--- src/rtl/cri_pkg.sv ---
// Shared types and constants for the color ramp interpolator.
// No dependencies.
package cri_pkg;

	localparam int ENTRIES_DEF = 16;
	localparam int KEY_W       = 32;
	localparam int COMP_W      = 16;
	localparam int FRAC_W      = 17;
	localparam int DIV_STEPS   = 17;
	localparam int MUL_STEPS   = 3;
	localparam int STEP_W      = 5;
	localparam int PROD_W      = FRAC_W + 1 + COMP_W + 1;

	typedef enum logic [1:0] {
		FUNC_CLEAR  = 2'd0,
		FUNC_APPEND = 2'd1,
		FUNC_LOOKUP = 2'd2,
		FUNC_NONE   = 2'd3
	} func_t;

	typedef enum logic [1:0] {
		STAT_OK    = 2'd0,
		STAT_EMPTY = 2'd1,
		STAT_FULL  = 2'd2
	} status_t;

	typedef logic [2:0][COMP_W-1:0] color_t;

	typedef enum logic [6:0] {
		ST_IDLE    = 7'b0000001,
		ST_SCAN    = 7'b0000010,
		ST_PICK_RD = 7'b0000100,
		ST_PICK    = 7'b0001000,
		ST_DIV     = 7'b0010000,
		ST_MUL     = 7'b0100000,
		ST_FIN     = 7'b1000000
	} state_t;

endpackage

--- src/rtl/color_ramp_interpolator_unit.sv ---
// Color ramp lookup: key/color store, serial key scan, serial fraction divider
// and one shared multiplier for the three components. Uses cri_pkg.
// Clear and append finish in ST_FIN; a lookup scans the N stored keys, one per
// cycle from the key memory port, then either picks an end color or runs the
// 17-step divider and the multiplier. One word in flight at a time.
// Reset clears the entry count and control state; store contents stay as is.
module color_ramp_interpolator_unit
	import cri_pkg::*;
#(
	parameter int ENTRIES = ENTRIES_DEF
) (
	input  logic                     clk,
	input  logic                     arst_n,
	input  logic                     in_valid,
	output logic                     in_stall,
	input  logic [1:0]               func,
	input  logic signed [KEY_W-1:0]  key_value,
	input  logic signed [COMP_W-1:0] red_in,
	input  logic signed [COMP_W-1:0] green_in,
	input  logic signed [COMP_W-1:0] blue_in,
	output logic                     out_valid,
	input  logic                     out_stall,
	output logic signed [COMP_W-1:0] red_out,
	output logic signed [COMP_W-1:0] green_out,
	output logic signed [COMP_W-1:0] blue_out,
	output logic [1:0]               status
);

	localparam int CNT_W = $clog2(ENTRIES + 1);
	localparam int IDX_W = (ENTRIES > 1) ? $clog2(ENTRIES) : 1;

	state_t                  state_q;
	logic [CNT_W-1:0]        count_q;
	logic [IDX_W-1:0]        idx_q;
	logic signed [KEY_W-1:0] val_q;
	logic signed [KEY_W-1:0] key_rd_q;
	logic signed [KEY_W-1:0] key_prev_q;
	logic [KEY_W:0]          rem_q;
	logic [KEY_W:0]          den_q;
	logic [FRAC_W-1:0]       quo_q;
	logic [STEP_W-1:0]       step_q;
	color_t                  col_rd_q;
	color_t                  c_lo_q;
	color_t                  res_q;
	status_t                 res_stat_q;
	logic signed [PROD_W-1:0] prod_q;

	logic signed [KEY_W-1:0] key_mem [ENTRIES];
	color_t                  color_mem [ENTRIES];

	logic                    accept;
	logic                    fin_load;
	logic                    full;
	logic [CNT_W-1:0]        last_idx;
	logic                    at_last;
	logic                    hit;
	logic [IDX_W-1:0]        key_raddr;
	logic [IDX_W-1:0]        col_raddr;
	logic                    col_ren;
	logic [KEY_W:0]          num_w;
	logic [KEY_W:0]          gap_w;
	logic                    ge;
	logic [KEY_W:0]          rem_sub;
	logic [1:0]              mi;
	logic [1:0]              ri;
	logic signed [COMP_W:0]  diff;
	logic signed [PROD_W-1:0] prod;

	assign in_stall = (state_q != ST_IDLE);
	assign accept   = in_valid && !in_stall;
	assign fin_load = (state_q == ST_FIN) && (!out_valid || !out_stall);
	assign full     = (count_q >= CNT_W'(ENTRIES));
	assign last_idx = count_q - CNT_W'(1);
	assign at_last  = (CNT_W'(idx_q) == last_idx);
	assign hit      = (val_q <= key_rd_q);

	assign num_w = {val_q[KEY_W-1], val_q} - {key_prev_q[KEY_W-1], key_prev_q};
	assign gap_w = {key_rd_q[KEY_W-1], key_rd_q} - {key_prev_q[KEY_W-1], key_prev_q};

	assign ge      = (rem_q >= den_q);
	assign rem_sub = ge ? (rem_q - den_q) : rem_q;

	assign mi   = step_q[1:0];
	assign ri   = step_q[1:0] - 2'd1;
	assign diff = {col_rd_q[mi][COMP_W-1], col_rd_q[mi]} - {c_lo_q[mi][COMP_W-1], c_lo_q[mi]};
	assign prod = $signed({1'b0, quo_q}) * diff;

	always_comb begin
		key_raddr = (state_q == ST_IDLE) ? '0 : IDX_W'(idx_q + IDX_W'(1));
		col_raddr = idx_q;
		col_ren   = 1'b0;
		case (state_q)
			ST_PICK_RD: begin
				col_ren = 1'b1;
			end
			ST_DIV: begin
				col_ren = (step_q < STEP_W'(2));
				if (step_q == '0) begin
					col_raddr = idx_q - IDX_W'(1);
				end
			end
			default: begin
				col_ren = 1'b0;
			end
		endcase
	end

	// store
	always_ff @(posedge clk) begin
		if (accept && (func == FUNC_APPEND) && !full) begin
			key_mem[count_q[IDX_W-1:0]]   <= key_value;
			color_mem[count_q[IDX_W-1:0]] <= {blue_in, green_in, red_in};
		end
		key_rd_q <= key_mem[key_raddr];
		if (col_ren) begin
			col_rd_q <= color_mem[col_raddr];
		end
	end

	// control
	always_ff @(posedge clk or negedge arst_n) begin
		if (!arst_n) begin
			state_q   <= ST_IDLE;
			count_q   <= '0;
			out_valid <= 1'b0;
		end else begin
			if (fin_load) begin
				out_valid <= 1'b1;
			end else if (!out_stall) begin
				out_valid <= 1'b0;
			end
			case (state_q)
				ST_IDLE: begin
					if (accept) begin
						case (func)
							FUNC_CLEAR: begin
								count_q <= '0;
								state_q <= ST_FIN;
							end
							FUNC_APPEND: begin
								if (!full) begin
									count_q <= count_q + CNT_W'(1);
								end
								state_q <= ST_FIN;
							end
							FUNC_LOOKUP: begin
								state_q <= (count_q != '0) ? ST_SCAN : ST_FIN;
							end
							default: begin
								state_q <= ST_FIN;
							end
						endcase
					end
				end
				ST_SCAN: begin
					if (hit) begin
						state_q <= (idx_q == '0) ? ST_PICK_RD : ST_DIV;
					end else if (at_last) begin
						state_q <= ST_PICK_RD;
					end
				end
				ST_PICK_RD: begin
					state_q <= ST_PICK;
				end
				ST_PICK: begin
					state_q <= ST_FIN;
				end
				ST_DIV: begin
					if (step_q == STEP_W'(DIV_STEPS - 1)) begin
						state_q <= ST_MUL;
					end
				end
				ST_MUL: begin
					if (step_q == STEP_W'(MUL_STEPS)) begin
						state_q <= ST_FIN;
					end
				end
				ST_FIN: begin
					if (fin_load) begin
						state_q <= ST_IDLE;
					end
				end
				default: begin
					state_q <= ST_IDLE;
				end
			endcase
		end
	end

	// datapath
	always_ff @(posedge clk) begin
		case (state_q)
			ST_IDLE: begin
				if (accept) begin
					val_q      <= key_value;
					idx_q      <= '0;
					res_q      <= '0;
					res_stat_q <= ((func == FUNC_APPEND) && full) ? STAT_FULL :
						((func == FUNC_LOOKUP) && (count_q == '0)) ? STAT_EMPTY : STAT_OK;
				end
			end
			ST_SCAN: begin
				step_q <= '0;
				quo_q  <= '0;
				rem_q  <= num_w;
				den_q  <= gap_w;
				if (!hit && !at_last) begin
					key_prev_q <= key_rd_q;
					idx_q      <= idx_q + IDX_W'(1);
				end
			end
			ST_PICK: begin
				res_q <= col_rd_q;
			end
			ST_DIV: begin
				// restoring divide, one quotient bit per cycle
				quo_q <= {quo_q[FRAC_W-2:0], ge};
				rem_q <= {rem_sub[KEY_W-1:0], 1'b0};
				if (step_q == STEP_W'(1)) begin
					c_lo_q <= col_rd_q;
				end
				step_q <= (step_q == STEP_W'(DIV_STEPS - 1)) ? '0 : step_q + STEP_W'(1);
			end
			ST_MUL: begin
				if (step_q < STEP_W'(MUL_STEPS)) begin
					prod_q <= prod;
				end
				if (step_q != '0) begin
					res_q[ri] <= c_lo_q[ri] + prod_q[COMP_W+15:16];
				end
				step_q <= step_q + STEP_W'(1);
			end
			default: begin
				step_q <= step_q;
			end
		endcase
	end

	// output word
	always_ff @(posedge clk) begin
		if (fin_load) begin
			red_out   <= res_q[0];
			green_out <= res_q[1];
			blue_out  <= res_q[2];
			status    <= res_stat_q;
		end
	end

endmodule

--- config.mk ---
export PLATFORM = sky130hd
export DESIGN_NAME = color_ramp_interpolator_unit
export DESIGN_NICKNAME = d
export VERILOG_FILES = /design/src/rtl/cri_pkg.sv /design/src/rtl/color_ramp_interpolator_unit.sv
export SDC_FILE = /design/constraint.sdc
export NUM_CORES = 2
export LEC_CHECK = 0
export BUFFER_PORTS_ARGS = -buffer_cell sky130_fd_sc_hd__buf_4
export CAP_MARGIN = 20
export CORE_AREA = 2 2 366 440
export DETAILED_ROUTE_END_ITERATION = 16
export DIE_AREA = 0 0 368 442
export PLACE_DENSITY = 0.66
export SLEW_MARGIN = 30
export SYNTH_ARGS = -nofsm -noshare
export SYNTH_HDL_FRONTEND = slang
export SYNTH_SLANG_ARGS = --single-unit
--- constraint.sdc ---
create_clock -name clk -period 12.6 [get_ports clk]
set_input_delay 0.63 -clock clk [delete_from_list [all_inputs] [get_ports clk]]
set_output_delay 0.63 -clock clk [all_outputs]
set_load 0.005 [all_outputs]
# ---- Word level (Yosys, flattened, before mapping)
# Memory sizes are Yosys's and may differ from the RTL's. A register that Yosys moved wholly into a read port is not among the register bits.
# Index checks and enable logic that the tools add are counted.
dict set report word_totals {
  ff_bits 349
  ram_bits 1280
  in_bits 86
  out_inout_bits 52
  wordCells 142
  memories 2
}
# memory depth word_bits read_ports rd_ports_with_merged_regs wr line
set mem_list {}
lappend mem_list {color_mem 16 48 1 1 1 color_ramp_interpolator_unit.sv:49} ;# color_t color_mem [ENTRIES];
lappend mem_list {key_mem 16 32 1 1 1 color_ramp_interpolator_unit.sv:48} ;# logic signed [KEY_W-1:0] key_mem [ENTRIES];
dict set report classes {
  n_addsub 11
  n_mul 1
  magnitude_cmp 8
  n_eq_ne 23
  mux 41
  n_reduce_logical 34
}
# op n
set op_table {}
lappend op_table {{$pmux W48 S3} 1}
lappend op_table {{$bmux W16 S2} 3}
lappend op_table {{$mux W48} 2}
lappend op_table {{$pmux W33 S2} 1}
lappend op_table {{$sub A32 B32 Y33} 2}
lappend op_table {{$mux W16} 4}
lappend op_table {{$mux W7} 8}
lappend op_table {{$pmux W7 S7} 1}
lappend op_table {{$bwmux W48} 1}
lappend op_table {{$pmux W17 S2} 1}
lappend op_table {{$ge A33 B33 Y1} 1}
lappend op_table {{$demux W16 S2} 1}
lappend op_table {{$le A32 B32 Y1} 1}
lappend op_table {{$mul A18 B17 Y32} 1}
lappend op_table {{$mux W32} 1}
lappend op_table {{$sub A32 B32 Y32} 1}
lappend op_table {{$mux W4} 5}
lappend op_table {{$sub A16 B16 Y17} 1}
lappend op_table {{$add A16 B16 Y16} 1}
lappend op_table {{$mux W5} 3}
lappend op_table {{$pmux W5 S3} 1}
lappend op_table {{$ne A2 B2 Y1 const B} 7}
lappend op_table {{$add A5 B1 Y5 const B} 2}
lappend op_table {{$logic_not A5 Y1} 2}
lappend op_table {{other kinds (40)} 66}

# ---- Longest topological paths before layout
dict set report depth {
  depth_word 8
  depth_mapped 39
  ltp_nobuf 37
}

# ---- Worst setup path after synthesis
# Ideal clock, no wire load.
dict set report synth_timing {
  path_kind {reg2reg}
  startpoint {register step_q[1]}
  endpoint {register prod_q[31] (data pin)}
  setup_time_ps 258
  arrival_time_ps 8677
  t_required_ps 12342
  path_slack_ps 3665
  path_stages_with_launch 38
  path_buffers 3
  synth_period_minus_slack_ps 8935
  cell_sequence {edfxtp_1 clkbuf_1 buf_1 mux2i_1 o21ai_0 ha_1 fa_1 nor2b_1 o2111ai_1 nand3_1 o21ai_1 o21ai_1 o41a_1 nand2_1 a31oi_1 clkbuf_1 nor2_1 fa_1 [2 not listed] inv_1 fa_1 fa_1 fa_1 inv_1 fa_1 inv_1 ha_1 and3_1 nand3_1 or4_1 nor3b_1 o31ai_1 a21oi_1 o21bai_1 xnor2_1 xnor2_1 xnor2_1}
}
dict set report synth_between {
  elab_chain_len 4
  elab_cells_between_ends 6
  cone_classes {add/sub (1); mul (1); mux (4)}
}
# element line
set synth_rtl {}
lappend synth_rtl {{from (decl)} color_ramp_interpolator_unit.sv:41} ;# logic [STEP_W-1:0] step_q;
lappend synth_rtl {{from (signal assigned)} color_ramp_interpolator_unit.sv:222} ;# step_q <= (step_q == STEP_W'(DIV_STEPS - 1)) ? '0 : step_q + STEP_W'(1);
lappend synth_rtl {{from (signal assigned)} color_ramp_interpolator_unit.sv:231} ;# step_q <= step_q + STEP_W'(1);
lappend synth_rtl {{from (signal assigned)} color_ramp_interpolator_unit.sv:234} ;# step_q <= step_q;
lappend synth_rtl {{$bmux W16 S2} color_ramp_interpolator_unit.sv:85} ;# assign diff = {col_rd_q[mi][COMP_W-1], col_rd_q[mi]} - {c_lo_q[mi][COMP_W-1], c_lo_q[mi]};
lappend synth_rtl {{$mux W16 (implied by the code)} color_ramp_interpolator_unit.sv:85}
lappend synth_rtl {{$sub A16 B16 Y17 (*)} color_ramp_interpolator_unit.sv:85}
lappend synth_rtl {{$mul A18 B17 Y32 (*)} color_ramp_interpolator_unit.sv:86} ;# assign prod = $signed({1'b0, quo_q}) * diff;
lappend synth_rtl {{named net prod[31]} color_ramp_interpolator_unit.sv:67} ;# logic signed [PROD_W-1:0] prod;
lappend synth_rtl {{to (signal assigned)} color_ramp_interpolator_unit.sv:226} ;# prod_q <= prod;
lappend synth_rtl {{to (decl)} color_ramp_interpolator_unit.sv:46} ;# logic signed [PROD_W-1:0] prod_q;
# Mark *: on every way through the listed nets, which the timed path passes. The rest lies on a longest branch. The select of a mux whose other input is x is not followed.
# A chain may end at the register's enable or synchronous reset.

# ---- Final worst setup path
dict set report layout_timing {
  startpoint {register step_q[0]}
  endpoint {register prod_q[31] (data pin)}
}
# Same word-level chain as after synthesis.

==> results.rst <==
.. list-table::
   :header-rows: 1

   * - Metric
     - Value
   * - Final Instance Area
     - ~90,000 µm²
   * - CTS tree
     - yes
   * - Crit path max-delay cell type
     - sky130_fd_sc_hd__nor2_2
   * - Total negative slack for setup checks
     - 0 ns
   * - Post-detailed-route via-to-cell ratio
     - 5.86
   * - Worst slew margin relative to its limit
     - 0.350
   * - Part of the power in the clock network
     - 0.191
   * - Slew at the pin closest to its max-slew limit
     - between 0.9 and 1 ns
   * - Final-report setup violation count
     - 0
   * - Critical register-to-register path startpoint
     - step_q[0]
   * - Async set-reset flop share out of synthesis
     - 0.00768
   * - Number of buffers created by CTS
     - around 160
   * - Via count of the first global-routing pass
     - around 46k
   * - Syn. warnings
     - 0
   * - Most common cell after layout, fill and taps aside
     - sky130_fd_sc_hd__edfxtp_1
   * - Quantity of I/O buffers inserted on ports
     - approximately 140
   * - First-pass GRT wire length
     - about 290 mm
   * - Distinct cells, synth
     - 77
   * - Pre-antenna DRT Iters
     - 7
   * - Top area cells in the synthesized netlist
     - sky130_fd_sc_hd__edfxtp_1 (62%), sky130_fd_sc_hd__mux4_2 (7.6%), sky130_fd_sc_hd__fa_1 (5.7%)
   * - Post-synthesis sequential area ratio
     - 0.629
   * - Worst clock skew
     - 0.0301 ns
   * - Worst min-delay path class
     - input port to flip-flop
   * - Launch point of the worst hold path
     - func[0]
   * - Fin cells
     - 7,715
   * - Share of cells above drive strength 1
     - 0.138
   * - Final routed wirelength across all metal layers
     - 190 mm
   * - Initial core utilization
     - 0.507
   * - Root cell of the clock tree
     - sky130_fd_sc_hd__clkbuf_16
   * - Synthesized area
     - 80,300 µm²
   * - Core region area
     - between 150,000 and 200,000 µm²
   * - Number of buffers on the longest clock path
     - 3
   * - Worst EP arrival
     - 10.80 ns
   * - Dpl cell area
     - 83,900 µm²
   * - Synth area leader
     - sky130_fd_sc_hd__edfxtp_1
   * - Required @ worst endpoint
     - around 13 ns
   * - Total area of sequential cells
     - 50,500 µm²
   * - Final Max Slew Viols
     - 0
   * - Die height
     - between 400 and 500 µm
   * - P_int
     - 0.0151 W
   * - Combined global-route utilization of all metal layers
     - 0.234
   * - Total die area
     - approximately 160,000 µm²
   * - Sequential cell fraction of total power
     - 0.294
   * - Number of antenna violations at the first check in global routing
     - 21
   * - Clock H-tree levels
     - 4
   * - Syn Inst Count
     - around 5.4k
   * - Net Count, Synth
     - between 5k and 6k
   * - Number of flip-flops and latches in the synthesized netlist
     - between 1.5k and 2k
   * - Number of rows in the core area
     - 160
   * - Final Hold Violating Endpoints
     - 0
   * - DP Wirelength
     - 117 mm
   * - Part of the power in combinational logic
     - 0.515
   * - Post-layout nets
     - 6,071
   * - Setup repair after global routing missed its margin
     - false
   * - Maximum frequency from static timing analysis
     - 97.6 MHz
   * - Result of the run
     - complete, no violations
   * - Top cell type's share of synthesized area
     - 0.617
   * - Mean instance size in the synthesized netlist
     - 15.0 µm²
   * - Crit path launch type
     - flip-flop
   * - Final Core Density
     - 0.564
   * - Number of primary I/O pins
     - 138
   * - Number of synthesized flops with an enable pin
     - roughly 1.6k
   * - Areal power density over the cells
     - 278 nW/µm²
   * - Clock period minus worst slack
     - 10.25 ns
   * - Maximum number of pins on one net before global-route repair
     - 169
   * - GRT Residual Overflow
     - 0
   * - CP max FO
     - 56
   * - Hold Worst Slack
     - 0.105 ns
   * - Number of maximum-capacitance violations
     - 0
   * - Die Wd
     - around 370 µm
   * - Most common cell on crit path
     - sky130_fd_sc_hd__fa_1
   * - Filler instances
     - 12.3k
   * - Area Growth Syn to Fin
     - 11.1%
   * - Largest stage delay on the critical path
     - 0.63 ns
   * - Tcrit/Tclk final
     - 0.813
   * - Placed cells
     - between 7k and 8k
   * - Source-to-sink clock delay at the later pin of the worst-skew pair
     - 0.80 ns
   * - Detailed-route DRC error count
     - 0
   * - Most instantiated flip-flop cell in the synthesis netlist
     - sky130_fd_sc_hd__edfxtp_1
   * - Area used by multi-input combinational logic
     - 27,500 µm²
   * - Via count
     - 45.2k
   * - Initial drt markers
     - about 4k
   * - Clk sink count
     - 1,693
   * - Static power due to leakage
     - 31.7 nW
   * - VDD IR-drop max
     - a little over 0.8 mV
   * - Remaining number of nets flagged by the antenna check after routing
     - 0
   * - Clk pin slew, worst setup/hold paths
     - ~0.06 ns
   * - Commonest cells after routing, fill and taps aside
     - sky130_fd_sc_hd__edfxtp_1 (1,648), sky130_fd_sc_hd__inv_1 (419), sky130_fd_sc_hd__nand2_1 (408)
   * - CP Class
     - flip-flop to flip-flop
   * - Average detailed-routed wire length per instance
     - 24.6 µm
   * - Net switching power of the design
     - 0.00969 W
   * - Startpoint of the most critical setup path
     - step_q[0]
   * - Critical path capture point type
     - flip-flop
   * - Switching power as a share of total power
     - 0.391
   * - Final weighted congestion of routability-driven global placement
     - 0.909
[flip-flops by register name, indices dropped and copies added, names as in the netlist]
register and cells:
green_out 16, prod_q 16, res_q 48, state_q 7
val_q 32, count_q 5, blue_out 16, quo_q 17
idx_q 4, key_rd_q 32, col_rd_q 48, den_q 33
color_mem 768, out_valid 1, red_out 16, res_stat_q 2
c_lo_q 48, key_prev_q 32, key_mem 512, status 2
step_q 5, rem_q 33
[synth_stat cells, drive strengths merged (14+ instances only)]
cell and count:
buf 63, o211ai 70, a31oi 82, xor2 54, xnor2 88, a21o 60
o22ai 18, mux4 272, and2 186, nor2b 56, and3 19, or3 145
nor3 38, o21ai 273, dfxtp 32, nand3 40, nand2b 33, a211oi 92
o21a 25, clkbuf 187, fa 228, nand4 14, or2 14, inv 421
a21oi 148, nand2 410, nor2 142, edfxtp 1648, ha 277, mux2i 89
[worst max-delay path: cells and delay by family (launching register included)]
family | cells | cell delay [ns]
buf+inv | 7 | 1.26
flops | 1 | 0.32
fa+ha+maj | 8 | 3.72
simple gates | 9 | 2.41
compound gates | 8 | 1.75
xor+xnor | 4 | 0.49
[worst paths after layout]
check,end,slack (ns),depth (start not counted)
max,prod_q[31],2.35,36
min,count_q[3],0.10,2
max reg2reg,prod_q[31],2.35,36
min reg2reg,status[0],0.43,0
max in group asynchronous,state_q[0],12.03,2
min in group asynchronous,state_q[2],0.33,2
[cell families (layout without fill, tap and decap cells)]
| kind of cell | count (synthesis) | count (layout) | share of synthesized area |
|---|---|---|---|
| DFF | 1693 | 1693 | 0.629 |
| and+or+nand+nor | 1131 | 1131 | 0.0704 |
| AOI/OAI and AO/OA | 849 | 849 | 0.0660 |
| buffers and inverters | 671 | 924 | 0.0319 |
| adders and majority gates | 505 | 505 | 0.100 |
| muxes | 361 | 361 | 0.0874 |
| xor gates and xnor gates | 142 | 142 | 0.0156 |
| other | 0 | 4 | 0 |
[power by group through the flow]
stage          clock network [W]  logic (W)  registers (W)
2_1_floorplan                  0    0.00934        0.00727
3_3_place_gp                   0     0.0125        0.00741
3_5_place_dp                   0     0.0127        0.00741
4_1_cts                  0.00481     0.0130        0.00729
5_1_grt                  0.00501     0.0145        0.00732
6_report                 0.00473     0.0128        0.00730
[layout make-up]
cell class              count  area share
clock buffers             204      0.0483
repair buffers            217      0.0208
flip-flops and latches   1693       0.566
well taps                2106      0.0296
diodes                      4    0.000112
multi-input cells        2988       0.308
clock inverters            82     0.00917
inverters                 421      0.0178
[layer usage]
layer / vias up / share of wire / GRT usage
li1: 20300 / - / -
met1: 23200 / 0.41 / 0.311
met2: 1388 / 0.50 / 0.396
met3: 334 / 0.058 / 0.0354
met4: 28 / 0.032 / 0.0792
met5: - / 0.00094 / 0
[timing repair]
action | in CTS | in global routing
gates resized for setup | 0 | 0
hold endpoints to repair | 13 | 0
hold buffers | 1 | 0
setup buffers | 0 | 0
[metrics by stage]
step,setup WS [ns],power [W]
after floorplan,3.67,0.0166
after global placement,2.43,0.0200
after detailed placement,2.22,0.0201
after CTS,2.19,0.0251
after global routing,1.71,0.0268
final,2.35,0.0248
No activity file was read; power rests on OpenSTA's default activity.
